--- config.mk ---
export PLATFORM = sky130hd
export DESIGN_NAME = sync_marker_bit_deframer_flat
export DESIGN_NICKNAME = d
export VERILOG_FILES = /design/src/rtl/sbd_pkg.sv /design/src/rtl/sbd_in_if.sv /design/src/rtl/sbd_out_if.sv /design/src/rtl/sbd_queue.sv /design/src/rtl/sbd_front.sv /design/src/rtl/sbd_back.sv /design/src/rtl/sync_marker_bit_deframer.sv /design/src/flat_wrapper.sv
export SDC_FILE = /design/constraint.sdc
export NUM_CORES = 1
export LEC_CHECK = 0
export BUFFER_PORTS_ARGS = -buffer_cell sky130_fd_sc_hd__buf_2
export CAP_MARGIN = 20
export CORE_MARGIN = 5
export CORE_UTILIZATION = 60
export CTS_CLUSTER_DIAMETER = 200
export CTS_CLUSTER_SIZE = 40
export DETAILED_ROUTE_END_ITERATION = 10
export PLACE_DENSITY = 0.81
export SETUP_SLACK_MARGIN = 0.4
export SLEW_MARGIN = 10
export SYNTH_ARGS = -nofsm -noshare
export SYNTH_HDL_FRONTEND = slang
export SYNTH_SLANG_ARGS = --single-unit
--- constraint.sdc ---
create_clock -name i_clk -period 8.85 [get_ports i_clk]
set_clock_uncertainty 0.05 [all_clocks]
set_input_delay 0.4425 -clock i_clk [delete_from_list [all_inputs] [get_ports i_clk]]
set_output_delay 0.4425 -clock i_clk [all_outputs]
set_load 0.1 [all_outputs]
--- src/rtl/sbd_pkg.sv ---
package sbd_pkg;

    // Lock level of the marker search, as shown on every emitted byte.
    typedef enum logic [1:0] {
        LOCK_NOSYNC  = 2'd0,
        LOCK_SYNCING = 2'd1,
        LOCK_SYNCED  = 2'd2
    } t_lock;

    // Configuration port geometry and register indexes.
    localparam int CFG_IDX_W  = 2;
    localparam int CFG_DATA_W = 24;
    localparam logic [CFG_IDX_W-1:0] CFG_FRAME_BITS    = 2'd0;
    localparam logic [CFG_IDX_W-1:0] CFG_MARKER        = 2'd1;
    localparam logic [CFG_IDX_W-1:0] CFG_SYNCING_TOL   = 2'd2;
    localparam logic [CFG_IDX_W-1:0] CFG_SYNCED_TOL    = 2'd3;

    // Register values after reset.
    localparam logic [15:0] RST_FRAME_BITS  = 16'd4800;
    localparam logic [23:0] RST_MARKER      = 24'hFFFFFF;
    localparam logic [4:0]  RST_SYNCING_TOL = 5'd2;
    localparam logic [4:0]  RST_SYNCED_TOL  = 5'd6;

    // Lock counter thresholds.
    localparam logic [3:0] GOOD_LIMIT = 4'd10;
    localparam logic [1:0] BAD_LIMIT  = 2'd2;

    // Width of the frame bit counter, and the most bytes one request may produce.
    localparam int IDX_W       = 17;
    localparam int MAX_RESULTS = 3;

    typedef struct packed {
        logic [15:0] frame_bits;
        logic [23:0] marker;
        logic [4:0]  syncing_tol;
        logic [4:0]  synced_tol;
    } t_cfg;

    // Control part of one queue entry.
    typedef struct packed {
        logic  is_marker;
        logic  eof;
        t_lock lock;
    } t_ctl;

endpackage

--- src/rtl/sbd_in_if.sv ---
interface sbd_in_if;
    logic valid;
    logic ready;
    logic bit_in;

    modport source (output valid, output bit_in, input ready);
    modport sink (input valid, input bit_in, output ready);
endinterface

--- src/rtl/sbd_out_if.sv ---
interface sbd_out_if;
    logic       valid;
    logic       ready;
    logic [7:0] data_byte;
    logic       end_of_frame;
    logic [1:0] lock_state;

    modport source (output valid, output data_byte, output end_of_frame,
                    output lock_state, input ready);
    modport sink (input valid, input data_byte, input end_of_frame,
                  input lock_state, output ready);
endinterface

--- src/rtl/sbd_queue.sv ---
module sbd_queue #(
    parameter int WIDTH = 28,
    parameter int DEPTH = 4
) (
    input  logic             i_clk,
    input  logic             i_rst_n,
    input  logic             i_push,
    input  logic [WIDTH-1:0] i_data,
    output logic             o_full,
    input  logic             i_pop,
    output logic [WIDTH-1:0] o_data,
    output logic             o_empty
);
    localparam int PW = (DEPTH > 1) ? $clog2(DEPTH) : 1;
    localparam int CW = $clog2(DEPTH + 1);

    logic [WIDTH-1:0] r_mem [DEPTH];
    logic [PW-1:0]    r_wr;
    logic [PW-1:0]    r_rd;
    logic [CW-1:0]    r_count;

    assign o_full  = (r_count == CW'(DEPTH));
    assign o_empty = (r_count == '0);
    assign o_data  = r_mem[r_rd];

    // Entry storage.
    always_ff @(posedge i_clk) begin
        if (i_push) begin
            r_mem[r_wr] <= i_data;
        end
    end

    // Pointers and fill level.
    always_ff @(posedge i_clk) begin
        if (!i_rst_n) begin
            r_wr    <= '0;
            r_rd    <= '0;
            r_count <= '0;
        end else begin
            if (i_push) begin
                r_wr <= (r_wr == PW'(DEPTH - 1)) ? '0 : r_wr + 1'b1;
            end
            if (i_pop) begin
                r_rd <= (r_rd == PW'(DEPTH - 1)) ? '0 : r_rd + 1'b1;
            end
            if (i_push && !i_pop) begin
                r_count <= r_count + 1'b1;
            end else if (!i_push && i_pop) begin
                r_count <= r_count - 1'b1;
            end
        end
    end
endmodule

--- src/rtl/sbd_front.sv ---
module sbd_front
    import sbd_pkg::*;
#(
    parameter int MARKER_BITS = 24
) (
    input  logic                   i_clk,
    input  logic                   i_rst_n,
    input  t_cfg                   i_cfg,
    sbd_in_if.sink                 i_bits,
    input  logic                   i_full,
    output logic                   o_push,
    output logic [MARKER_BITS-1:0] o_word,
    output t_ctl                   o_ctl
);
    localparam int DW    = $clog2(MARKER_BITS + 1);
    localparam int CW    = (DW > 5) ? DW : 5;
    localparam int LEAST = ((MARKER_BITS + 7) / 8) * 8 + 8;

    logic [MARKER_BITS-1:0] r_window;
    logic                   r_framing;
    logic                   r_pol;
    t_lock                  r_lock;
    logic [3:0]             r_good;
    logic [1:0]             r_bad;
    logic [IDX_W-1:0]       r_idx;
    logic [7:0]             r_byte;

    t_lock                  n_lock;
    logic [3:0]             n_good;
    logic [1:0]             n_bad;
    logic                   n_pol;

    logic                   w_take;
    logic                   w_start;
    logic [15:0]            w_len_raw;
    logic [15:0]            w_len;
    logic [MARKER_BITS-1:0] w_win;
    logic [MARKER_BITS-1:0] w_marker;
    logic [MARKER_BITS-1:0] w_inverse;
    logic [MARKER_BITS-1:0] w_diff;
    logic [DW-1:0]          w_dist;
    logic                   w_hit_syncing;
    logic                   w_hit_synced;
    logic                   w_exact_true;
    logic                   w_exact_inv;
    logic [3:0]             w_good_inc;
    logic [1:0]             w_bad_inc;
    logic [IDX_W-1:0]       w_idx_next;
    logic [7:0]             w_byte_next;
    logic                   w_emit;
    logic                   w_eof;
    logic                   w_done;

    assign i_bits.ready = !i_full;
    assign w_take       = i_bits.valid && i_bits.ready;

    // Effective frame length: whole bytes, never shorter than marker plus one byte.
    assign w_len_raw = {i_cfg.frame_bits[15:3], 3'b000};
    assign w_len     = (w_len_raw < 16'(LEAST)) ? 16'(LEAST) : w_len_raw;

    // Window after this bit, and its distance from the expected marker.
    assign w_win     = {r_window[MARKER_BITS-2:0], i_bits.bit_in};
    assign w_marker  = MARKER_BITS'(i_cfg.marker);
    assign w_inverse = ~w_marker;
    assign w_diff    = w_win ^ (r_pol ? w_inverse : w_marker);

    always_comb begin
        w_dist = '0;
        for (int i = 0; i < MARKER_BITS; i++) begin
            w_dist = w_dist + DW'(w_diff[i]);
        end
    end

    assign w_hit_syncing = CW'(w_dist) < CW'(i_cfg.syncing_tol);
    assign w_hit_synced  = CW'(w_dist) < CW'(i_cfg.synced_tol);
    assign w_exact_true  = (w_win == w_marker);
    assign w_exact_inv   = (w_win == w_inverse);

    // Saturating lock counters.
    assign w_good_inc = (r_good == 4'hF) ? r_good : r_good + 4'd1;
    assign w_bad_inc  = (r_bad == 2'h3) ? r_bad : r_bad + 2'd1;

    // Position within the frame after this bit.
    assign w_idx_next  = r_idx + 1'b1;
    assign w_byte_next = {r_byte[6:0], i_bits.bit_in ^ r_pol};
    assign w_emit      = (w_idx_next[2:0] == 3'd0) && (w_idx_next <= IDX_W'(w_len));
    assign w_eof       = (w_idx_next == IDX_W'(w_len));
    assign w_done      = (w_idx_next == IDX_W'(w_len) + IDX_W'(MARKER_BITS - 1));

    // Next lock level; it only moves at a marker check outside a frame.
    always_comb begin
        n_lock = r_lock;
        if (!r_framing) begin
            case (r_lock)
                LOCK_SYNCING: begin
                    if (w_hit_syncing) begin
                        if (w_good_inc > GOOD_LIMIT) begin
                            n_lock = LOCK_SYNCED;
                        end
                    end else if (w_bad_inc > BAD_LIMIT) begin
                        n_lock = LOCK_NOSYNC;
                    end
                end
                LOCK_SYNCED: begin
                    if (!w_hit_synced) begin
                        n_lock = LOCK_NOSYNC;
                    end
                end
                default: begin
                    if (w_exact_true || w_exact_inv) begin
                        n_lock = LOCK_SYNCING;
                    end
                end
            endcase
        end
    end

    // Counters, polarity and frame start for each lock level.
    always_comb begin
        n_good  = r_good;
        n_bad   = r_bad;
        n_pol   = r_pol;
        w_start = 1'b0;
        if (!r_framing) begin
            case (r_lock)
                LOCK_SYNCING: begin
                    if (w_hit_syncing) begin
                        n_bad   = '0;
                        n_good  = w_good_inc;
                        w_start = 1'b1;
                    end else begin
                        n_good = '0;
                        n_bad  = w_bad_inc;
                    end
                end
                LOCK_SYNCED: begin
                    if (w_hit_synced) begin
                        w_start = 1'b1;
                    end else begin
                        n_good = '0;
                        n_bad  = '0;
                    end
                end
                default: begin
                    if (w_exact_true || w_exact_inv) begin
                        n_pol   = !w_exact_true;
                        n_good  = '0;
                        n_bad   = '0;
                        w_start = 1'b1;
                    end
                end
            endcase
        end
    end

    // Request towards the back end: a completed data byte or a whole marker.
    assign o_push          = w_take && (r_framing ? w_emit : w_start);
    assign o_word          = r_framing ? MARKER_BITS'(w_byte_next) : w_marker;
    assign o_ctl.is_marker = !r_framing;
    assign o_ctl.eof       = r_framing && w_eof;
    assign o_ctl.lock      = n_lock;

    // Search and frame state.
    always_ff @(posedge i_clk) begin
        if (!i_rst_n) begin
            r_window  <= '0;
            r_framing <= 1'b0;
            r_pol     <= 1'b0;
            r_lock    <= LOCK_NOSYNC;
            r_good    <= '0;
            r_bad     <= '0;
            r_idx     <= '0;
            r_byte    <= '0;
        end else if (w_take) begin
            r_window <= w_win;
            r_lock   <= n_lock;
            r_good   <= n_good;
            r_bad    <= n_bad;
            r_pol    <= n_pol;
            if (r_framing) begin
                r_byte <= w_byte_next;
                r_idx  <= w_idx_next;
                if (w_done) begin
                    r_framing <= 1'b0;
                end
            end else if (w_start) begin
                r_byte    <= w_marker[7:0];
                r_idx     <= IDX_W'(MARKER_BITS);
                r_framing <= 1'b1;
            end
        end
    end
endmodule

--- src/rtl/sbd_back.sv ---
module sbd_back
    import sbd_pkg::*;
#(
    parameter int MARKER_BITS = 24
) (
    input  logic                   i_clk,
    input  logic                   i_rst_n,
    input  logic                   i_empty,
    input  logic [MARKER_BITS-1:0] i_word,
    input  t_ctl                   i_ctl,
    output logic                   o_pop,
    sbd_out_if.source              o_bytes
);
    localparam int NB = ((MARKER_BITS / 8) < MAX_RESULTS) ? (MARKER_BITS / 8) : MAX_RESULTS;
    localparam int SW = (NB > 1) ? $clog2(NB) : 1;
    localparam int LN = 1 << SW;

    logic [7:0]    w_lane [LN];
    logic          w_load;
    logic          w_last;
    logic [7:0]    w_sel;

    logic          r_valid;
    logic [7:0]    r_byte;
    logic          r_eof;
    t_lock         r_lock;
    logic [SW-1:0] r_sub;

    // Marker bytes, most significant first; lanes past the last byte read zero.
    for (genvar k = 0; k < LN; k++) begin : g_lane
        if (k < NB) begin : g_used
            assign w_lane[k] = i_word[MARKER_BITS-1-8*k -: 8];
        end else begin : g_spare
            assign w_lane[k] = '0;
        end
    end

    assign w_load = !i_empty && (!r_valid || o_bytes.ready);
    assign w_last = !i_ctl.is_marker || (r_sub == SW'(NB - 1));
    assign o_pop  = w_load && w_last;
    assign w_sel  = i_ctl.is_marker ? w_lane[r_sub] : i_word[7:0];

    assign o_bytes.valid        = r_valid;
    assign o_bytes.data_byte    = r_byte;
    assign o_bytes.end_of_frame = r_eof;
    assign o_bytes.lock_state   = r_lock;

    // Output register and marker byte counter.
    always_ff @(posedge i_clk) begin
        if (!i_rst_n) begin
            r_valid <= 1'b0;
            r_sub   <= '0;
        end else if (w_load) begin
            r_valid <= 1'b1;
            r_sub   <= w_last ? '0 : r_sub + 1'b1;
        end else if (o_bytes.ready) begin
            r_valid <= 1'b0;
        end
    end

    always_ff @(posedge i_clk) begin
        if (w_load) begin
            r_byte <= w_sel;
            r_eof  <= i_ctl.eof;
            r_lock <= i_ctl.lock;
        end
    end
endmodule

--- src/rtl/sync_marker_bit_deframer.sv ---
// Frame synchroniser for a serial bit stream. One received bit is taken per
// request, one per clock cycle, with no stall on the input side as long as
// results are taken. Outside a frame the last MARKER_BITS bits are compared with
// the sync marker or its complement; on a hit the marker bytes and then the
// frame bytes are delivered, one byte per output request, the last byte of a
// frame flagged and every byte tagged with the lock level. A marker hit yields
// up to three bytes in one queue entry, held by a four-entry queue while the
// output stage drains one byte per cycle when ready; the following eight bits
// give it time to catch up. Bytes pass the queue, then the output register.
// Configuration is written by the user while the block is idle; not enforced.
module sync_marker_bit_deframer
    import sbd_pkg::*;
#(
    parameter int MARKER_BITS = 24
) (
    input  logic                  i_clk,
    input  logic                  i_rst_n,
    input  logic                  i_cfg_we,
    input  logic [CFG_IDX_W-1:0]  i_cfg_idx,
    input  logic [CFG_DATA_W-1:0] i_cfg_data,
    sbd_in_if.sink                i_bits,
    sbd_out_if.source             o_bytes
);
    localparam int QW = MARKER_BITS + $bits(t_ctl);

    t_cfg                   r_cfg;
    logic                   w_push;
    logic [MARKER_BITS-1:0] w_push_word;
    t_ctl                   w_push_ctl;
    logic                   w_full;
    logic                   w_empty;
    logic                   w_pop;
    logic [QW-1:0]          w_head;
    logic [MARKER_BITS-1:0] w_head_word;
    t_ctl                   w_head_ctl;

    // Configuration registers.
    always_ff @(posedge i_clk) begin
        if (!i_rst_n) begin
            r_cfg.frame_bits  <= RST_FRAME_BITS;
            r_cfg.marker      <= RST_MARKER;
            r_cfg.syncing_tol <= RST_SYNCING_TOL;
            r_cfg.synced_tol  <= RST_SYNCED_TOL;
        end else if (i_cfg_we) begin
            case (i_cfg_idx)
                CFG_FRAME_BITS:  r_cfg.frame_bits  <= i_cfg_data[15:0];
                CFG_MARKER:      r_cfg.marker      <= i_cfg_data;
                CFG_SYNCING_TOL: r_cfg.syncing_tol <= i_cfg_data[4:0];
                CFG_SYNCED_TOL:  r_cfg.synced_tol  <= i_cfg_data[4:0];
                default: begin
                end
            endcase
        end
    end

    // Marker search and frame tracking.
    sbd_front #(.MARKER_BITS(MARKER_BITS)) u_front (
        .i_clk   (i_clk),
        .i_rst_n (i_rst_n),
        .i_cfg   (r_cfg),
        .i_bits  (i_bits),
        .i_full  (w_full),
        .o_push  (w_push),
        .o_word  (w_push_word),
        .o_ctl   (w_push_ctl)
    );

    // Decoupling queue between the two halves.
    sbd_queue #(.WIDTH(QW), .DEPTH(4)) u_queue (
        .i_clk   (i_clk),
        .i_rst_n (i_rst_n),
        .i_push  (w_push),
        .i_data  ({w_push_word, w_push_ctl}),
        .o_full  (w_full),
        .i_pop   (w_pop),
        .o_data  (w_head),
        .o_empty (w_empty)
    );

    assign w_head_word = w_head[QW-1 -: MARKER_BITS];
    assign w_head_ctl  = w_head[$bits(t_ctl)-1:0];

    // Byte delivery.
    sbd_back #(.MARKER_BITS(MARKER_BITS)) u_back (
        .i_clk   (i_clk),
        .i_rst_n (i_rst_n),
        .i_empty (w_empty),
        .i_word  (w_head_word),
        .i_ctl   (w_head_ctl),
        .o_pop   (w_pop),
        .o_bytes (o_bytes)
    );
endmodule

--- src/flat_wrapper.sv ---
// flat-port wrapper written by rule: the top's interface ports become plain ports
module sync_marker_bit_deframer_flat import sbd_pkg::*;
#(
    parameter int MARKER_BITS = 24
)
  (i_clk, i_rst_n, i_cfg_we, i_cfg_idx, i_cfg_data, i_bits_valid, i_bits_bit_in, i_bits_ready, o_bytes_valid, o_bytes_data_byte, o_bytes_end_of_frame, o_bytes_lock_state, o_bytes_ready);
  sbd_in_if i_bits_i ();
  sbd_out_if o_bytes_i ();
  input  logic i_clk;
  input  logic i_rst_n;
  input  logic i_cfg_we;
  input  logic [CFG_IDX_W-1:0] i_cfg_idx;
  input  logic [CFG_DATA_W-1:0] i_cfg_data;
  input wire logic [$bits(i_bits_i.valid)-1:0] i_bits_valid;
  input wire logic [$bits(i_bits_i.bit_in)-1:0] i_bits_bit_in;
  output wire logic [$bits(i_bits_i.ready)-1:0] i_bits_ready;
  output wire logic [$bits(o_bytes_i.valid)-1:0] o_bytes_valid;
  output wire logic [$bits(o_bytes_i.data_byte)-1:0] o_bytes_data_byte;
  output wire logic [$bits(o_bytes_i.end_of_frame)-1:0] o_bytes_end_of_frame;
  output wire logic [$bits(o_bytes_i.lock_state)-1:0] o_bytes_lock_state;
  input wire logic [$bits(o_bytes_i.ready)-1:0] o_bytes_ready;
  assign i_bits_i.valid = i_bits_valid;
  assign i_bits_i.bit_in = i_bits_bit_in;
  assign i_bits_ready = i_bits_i.ready;
  assign o_bytes_valid = o_bytes_i.valid;
  assign o_bytes_data_byte = o_bytes_i.data_byte;
  assign o_bytes_end_of_frame = o_bytes_i.end_of_frame;
  assign o_bytes_lock_state = o_bytes_i.lock_state;
  assign o_bytes_i.ready = o_bytes_ready;
  sync_marker_bit_deframer #(.MARKER_BITS(MARKER_BITS)) u_core (.i_clk(i_clk), .i_rst_n(i_rst_n), .i_cfg_we(i_cfg_we), .i_cfg_idx(i_cfg_idx), .i_cfg_data(i_cfg_data), .i_bits(i_bits_i), .o_bytes(o_bytes_i));
endmodule
# Word level (Yosys, flattened, before mapping)

Memory sizes are Yosys's and may differ from the RTL's. A register that Yosys moved wholly into a read port is not among the register bits.
Index checks and enable logic that the tools add are counted.

Register bits: 128
Memory bits (writable): 112
Output and inout bits: 13
Word-level logic and storage cells: 164
Memories kept: 1

Add/sub/neg operators: 32
Magnitude comparators: 7
Equality and inequality tests: 16
Muxes and demuxes: 48
Bitwise operators: 6
Reduce and logical (&&, ||, !) cells: 34

Memory list:

| name                 | words | bits a word | read ports | clocked after Yosys merged registers in | wr ports | line            | source |
|---|---|---|---|---|---|---|---|
| u_core.u_queue.r_mem | 4     | 28          | 1          | 1                                       | 1        | sbd_queue.sv:17 | `logic [WIDTH-1:0] r_mem [DEPTH];` |

Operators by type and width:

| operator                                             | number |
|---|---|
| adder 5 x 1 -> 5 bit                                 | 19 |
| == test 24 bit                                       | 2 |
| two-way mux 24 bit                                   | 2 |
| two-way mux 17 bit                                   | 2 |
| two-way mux 2 bit                                    | 15 |
| two-way mux 8 bit                                    | 3 |
| inverter 24 bit                                      | 1 |
| bitwise XOR 24 bit                                   | 1 |
| adder 16 x 5 -> 17 bit (second input constant)       | 1 |
| adder 17 x 1 -> 17 bit (second input constant)       | 1 |
| == test 17 x 16 -> 1 bit                             | 1 |
| == test 17 bit                                       | 1 |
| less-or-equal comparator 17 x 16 -> 1 bit            | 1 |
| binary-select mux 8 bit (select 2 bit)               | 1 |
| < comparator 16 x 6 -> 1 bit (second input constant) | 1 |
| two-way mux 16 bit                                   | 1 |
| two-way mux 4 bit                                    | 4 |
| == test 2 bit (second input constant)                | 7 |
| two-way mux 7 bit                                    | 2 |
| two-way mux 1 bit                                    | 12 |
| < comparator 5 bit                                   | 2 |
| AND reduction 2 bit                                  | 5 |
| adder 2 x 1 -> 2 bit (second input constant)         | 4 |
| logical AND 1 bit                                    | 8 |
| other kinds (29)                                     | 46 |

# Depth between registers and ports, before layout

Depth after elaboration: 36
Mapped depth: 28
Gate-level depth less buffers: 27

# Modules after synthesis

From an unflattened synthesis, not the netlist that was laid out.

Cells, all modules: 1070
Area, all modules: 12393.1 µm²

By module, submodules not included:

| module                   | times used | cells each | area an instance (µm²) |
|---|---|---|---|
| sbd_front                | 1          | 610        | 5046.1 |
| sbd_queue                | 1          | 190        | 4548.1 |
| sync_marker_bit_deframer | 1          | 209        | 2080.7 |
| sbd_back                 | 1          | 61         | 718.2 |

# Least setup slack after synthesis

Ideal clock, no wire load.

Path type: reg2reg
Start: register u_core.u_front.r_pol
End: register u_core.u_queue.r_count[2]
Arrival time: 7.223 ns
Slack: 1.506 ns
Cell stages (with the launch flop): 29
Path buffers: 2
Cell sequence: dfxtp_1 clkbuf_1 clkbuf_1 xnor2_1 fa_1 inv_1 fa_1 inv_1 fa_1 fa_1 inv_1 fa_1 inv_1 ha_1 fa_1 a21o_1 a21o_1 ha_1 nand2_1 a21boi_0 a41oi_1 a21oi_1 nor3_2 ha_1 inv_1 fa_1 xor2_1 or3_1 a21oi_1

Cells in the longest elaborated chain, start to end: 34
Elaborated cells between the ends (all ways): 38
Those cells by class: 23 x add/sub; 2 x order compare; 7 x mux; 1 x bitwise; 5 x reduce/logical

RTL lines:

| item                                   | line             | source |
|---|---|---|
| start, declared                        | sbd_front.sv:21  | `logic r_pol;` |
| start signal, assigned                 | sbd_front.sv:179 | `r_pol <= n_pol;` |
| two-way mux 24 bit (*)                 | sbd_front.sv:65  | `assign w_diff = w_win ^ (r_pol ? w_inverse : w_marker);` |
| bitwise XOR 24 bit (*)                 | sbd_front.sv:65  |  |
| adder 1 x 1 -> 2 bit                   | sbd_front.sv:70  | `w_dist = w_dist + DW'(w_diff[i]);` |
| adder 2 x 1 -> 3 bit                   | sbd_front.sv:70  |  |
| adder 3 x 1 -> 4 bit                   | sbd_front.sv:70  |  |
| adder 4 x 1 -> 5 bit                   | sbd_front.sv:70  |  |
| adder 5 x 1 -> 5 bit (18 in series)    | sbd_front.sv:70  |  |
| adder 5 x 1 -> 5 bit (*)               | sbd_front.sv:70  |  |
| [... 2 more ...]                       | -                |  |
| one-hot mux 1 bit (2 select lines) (*) | sbd_front.sv:125 | `case (r_lock)` |
| two-way mux 1 bit (*)                  | sbd_front.sv:124 | `if (!r_framing) begin` |
| two-way mux 1 bit (*)                  | sbd_front.sv:157 | `assign o_push = w_take && (r_framing ? w_emit : w_start);` |
| logical AND 1 bit (*)                  | sbd_front.sv:157 |  |
| named net u_core.u_front.o_push        | sbd_front.sv:11  | `output logic o_push,` |
| logical NOT 1 bit                      | sbd_queue.sv:48  | `end else if (!i_push && i_pop) begin` |
| logical AND 1 bit                      | sbd_queue.sv:48  |  |
| nonzero test 2 bit (no line)           | -                |  |
| end signal, assigned                   | sbd_queue.sv:47  | `r_count <= r_count + 1'b1;` |
| end signal, assigned                   | sbd_queue.sv:49  | `r_count <= r_count - 1'b1;` |
| end, declared                          | sbd_queue.sv:20  | `logic [CW-1:0] r_count;` |

The timed path passes the listed nets; every way through them passes the cells marked *.
A chain may end at the register's enable or synchronous reset.

# Worst setup path after layout

Ends and elaborated chain as after synthesis.

==> flow_metrics.env <==
export IMPL_outcome="finished, final reports clean"
export IMPL_synth_top_family_by_area="simple AND/OR/NAND/NOR gates"
export IMPL_hold_start="i_cfg_data[21]"
export IMPL_hold_viol=0
export IMPL_antenna_found_initial=0
export IMPL_vias=8147
export IMPL_finalPower_uw=3345
export IMPL_post_synth_inst_count=1084
export IMPL_numClockSinks=239
export IMPL_synth_cell_area_um2=11820
export IMPL_syn_avg_cell_area_um2=10.90
export IMPL_post_dp_cell_area_um2=12280
export IMPL_grt_usage=0.2329
export IMPL_die_h_um=150.3
export IMPL_firstDrtPassIters=5
export IMPL_rows=51
export IMPL_synthAdderAreaFrac=0.07497
export IMPL_r2r_cells=27
export IMPL_pre_cts_ws_ns=1.003
export IMPL_grt_max_degree=66
export IMPL_place_detailed_hpwl_mm=18.55
export IMPL_ys_seq_area_frac=0.5091
export IMPL_clock_latency_ns=0.49
export IMPL_finalCritPeriodShare=0.8888
export IMPL_ys_types=68
export IMPL_synth_xor_area_share=0.06586
export IMPL_drc=0
export IMPL_final_fill_count=1523
export IMPL_cts_root_buf="clkbuf_16"
export IMPL_worst_pin_slew_ns=1.082
export IMPL_grt_pass1_vias=7952
export IMPL_n_antenna_cell=0
export IMPL_pin_count=45
export IMPL_gp_congestion=0.9150
export IMPL_ir_drop_mv=0.2761
export IMPL_area_delta_synth_final_pct=6.247
export IMPL_cts_made_buffers=9
export IMPL_p_leak_uw=0.004568
export IMPL_drv_slew=0
export IMPL_setup_viol=0
export IMPL_tns_ns=0
export IMPL_via_per_inst=5.947
export IMPL_synthMuxAreaShare=0.07878
export IMPL_ctsResizeCount=0
export IMPL_async_flop_share=0
export IMPL_drt_wl_total_mm=26.19
export IMPL_synth_seq_cells=239
export IMPL_rsz0062_at_grt="no"
export IMPL_max_freq_mhz=127.1
export IMPL_grt_ovfl_total=0
export IMPL_r2r_setup_slack_ns=0.98
export IMPL_r2r_start="u_core.u_front.r_pol"
export IMPL_required_ns=9.22
export IMPL_worstSetupStartpointType="flip-flop"
export IMPL_post_cts_buffers=0
export IMPL_synth_simple_area_share=0.1497
export IMPL_layout_nets=1195
export IMPL_critPathKind="flip-flop to flip-flop"
export IMPL_wl_per_cell_um=19.12
export IMPL_core_area_um2=19400
export IMPL_ant_nets=0
export IMPL_cts_tree="built"
export IMPL_finalInstanceArea_um2=12550
export IMPL_synth_flop_cell="edfxtp_1"
export IMPL_power_density_nw_per_um2=266.4
export IMPL_synth_edf_count=123
export IMPL_hold_class="input pin to flip-flop"
export IMPL_worstReg2RegEnd="u_core.u_queue.r_count[2]"
export IMPL_whs_path_depth=3
export IMPL_slew_headroom=0.2754
export IMPL_ys_warn_count=0
export IMPL_period_needed_ns=7.866
export IMPL_cts_buffer_depth=3
export IMPL_cp_end_kind="flip-flop"
export IMPL_cap_violations=0
export IMPL_min_to="u_core.r_cfg[31]"
export IMPL_initial_core_util=0.6091
export IMPL_path_clk_slew_ns=0.15
export IMPL_grt_pass1_wl_mm=41.57
export IMPL_die_w_um=150.3
export IMPL_fin_ws_ns=0.9840
export IMPL_syn_num_nets=1176
export IMPL_drt_initial_drc_count=761
export IMPL_critPathMaxFanout=26
export IMPL_crit_arrival_ns=8.23
export IMPL_drive_above_1_share=0.1095
export IMPL_portBuffers=44
export IMPL_hold_buffers=0
export IMPL_dieArea_um2=22600
export IMPL_synth_compound_area_frac=0.08280
export IMPL_htree_levels=1
-- worst max-delay path: stages (launching register included) --
cell and delay, ns:
dfxtp_1 0.79, buf_4 0.34, xnor2_1 0.12, fa_1 0.54, inv_1 0.06, fa_1 0.51
fa_1 0.53, inv_1 0.05, fa_1 0.47, inv_1 0.06, fa_1 0.54, inv_1 0.04
ha_1 0.22, fa_1 0.41, a21o_1 0.19, a21o_1 0.19, ha_1 0.30, a21oi_1 0.24
o21a_1 0.26, a21oi_2 0.08, buf_4 0.24, nor3_2 0.28, ha_1 0.23, inv_1 0.06
fa_1 0.37, xor2_1 0.17, or3_1 0.31, a21oi_1 0.14
-- sequential cells by signal, indices dropped and copies added (netlist names), 2 cells and up, named ones only --
name                              count
u_core.u_back.o_bytes.lock_state      2
u_core.u_front.r_idx                 17
u_core.u_front.r_window              23
u_core.u_front.r_good                 4
u_core.u_front.r_lock                 2
u_core.u_queue.r_rd                   2
u_core.r_cfg                         47
u_core.u_queue.r_count                3
u_core.u_queue.r_wr                   2
u_core.u_back.r_sub                   2
u_core.u_front.r_bad                  2
u_core.u_back.o_bytes.data_byte       8
u_core.u_queue.r_mem                112
u_core.u_front.r_byte                 7
-- report_power, final --
part | leakage (uW) | internal [uW] | switching (uW)
clock | 0.000116 | 193 | 313
combinational | 0.00241 | 528 | 963
sequential | 0.00204 | 1300 | 49.9
-- cell usage after synthesis (11+ instances only) --
cell / instances / area (um2)
nand2b_1: 11 / 68.82
a21oi_1: 74 / 370.4
edfxtp_1: 123 / 3694
fa_1: 18 / 360.4
dfxtp_1: 116 / 2322
nor2_1: 40 / 150.1
inv_1: 67 / 251.5
clkbuf_1: 44 / 165.2
mux2i_1: 21 / 210.2
nand2_1: 156 / 585.6
xnor2_1: 60 / 525.5
nand3_1: 45 / 225.2
xor2_1: 21 / 183.9
nor2b_1: 20 / 125.1
mux4_2: 28 / 630.6
nand4_1: 17 / 106.4
o21ai_0: 26 / 130.1
nor3_1: 25 / 125.1
ha_1: 42 / 525.5
-- cells in the final DEF (no fill, tap or decap), types with 4 or more instances in the layout --
| master | instances |
|---|---|
| a211oi_1 | 4 |
| a21o_1 | 7 |
| a21oi_1 | 73 |
| and2_1 | 8 |
| and3_1 | 5 |
| and4_1 | 4 |
| buf_2 | 44 |
| buf_4 | 14 |
| clkbuf_1 | 4 |
| clkbuf_16 | 9 |
| dfxtp_1 | 115 |
| edfxtp_1 | 123 |
| fa_1 | 18 |
| ha_1 | 42 |
| inv_1 | 66 |
| mux2_2 | 8 |
| mux2i_1 | 21 |
| mux4_2 | 28 |
| nand2_1 | 156 |
| nand2b_1 | 11 |
| nand3_1 | 45 |
| nand3b_1 | 6 |
| nand4_1 | 17 |
| nor2_1 | 40 |
| nor2b_1 | 20 |
| nor3_1 | 25 |
| nor4_1 | 10 |
| o211ai_1 | 5 |
| o21ai_0 | 26 |
| o22ai_1 | 9 |
| o31ai_1 | 6 |
| xnor2_1 | 60 |
| xor2_1 | 21 |
-- cell families (layout without fill, tap and decap cells) --
logic type / count (synthesis) / count (layout)
buffers and inverters: 121 / 142
AO/OA/AOI/OAI: 160 / 160
AND/OR/NAND/NOR: 363 / 363
multiplexers: 57 / 57
XOR/XNOR: 84 / 84
flip-flops: 239 / 239
adder cells (fa/ha/maj): 60 / 60
-- area by class of cell --
class / instances / area, um2 / area share
sequential: 239 / 6017 / 0.4793
multi-input combinational: 724 / 5351 / 0.4263
timing repair buffer: 60 / 355.3 / 0.02830
tap: 265 / 331.6 / 0.02641
inverter: 69 / 259.0 / 0.02063
clock buffer: 13 / 240.2 / 0.01913
-- metrics by stage --
stage          instances  hold WS (ns)  utilization
3_3_place_gp        1354        0.4054       0.6329
2_1_floorplan       1084        0.3817            -
4_1_cts             1367       0.09925       0.6453
6_report            1370        0.1057       0.6472
5_1_grt             1370        0.1188       0.6472
3_5_place_dp        1354        0.4128       0.6329
-- how the worst max path moves through the flow --
stage / slack (ns) / start / end
global placement: 1.24 / u_core.u_front.r_pol / u_core.u_queue.r_count[2]
detailed placement: 1.00 / u_core.u_front.r_pol / u_core.u_queue.r_count[2]
floorplan: 1.51 / u_core.u_front.r_pol / u_core.u_queue.r_count[2]
CTS: 0.96 / u_core.u_front.r_pol / u_core.u_queue.r_count[2]
global route: 0.50 / u_core.u_front.r_pol / u_core.u_queue.r_count[2]
finish: 0.98 / u_core.u_front.r_pol / u_core.u_queue.r_count[2]
-- per-layer routing --
metal,vias up,share of wire,GRT usage
met5,-,0,0
met1,3952,0.42,0.3118
li1,3874,-,-
met2,273,0.50,0.4066
met3,48,0.052,0.02167
met4,0,0.030,0.06725
No activity file was read; power rests on OpenSTA's default activity.
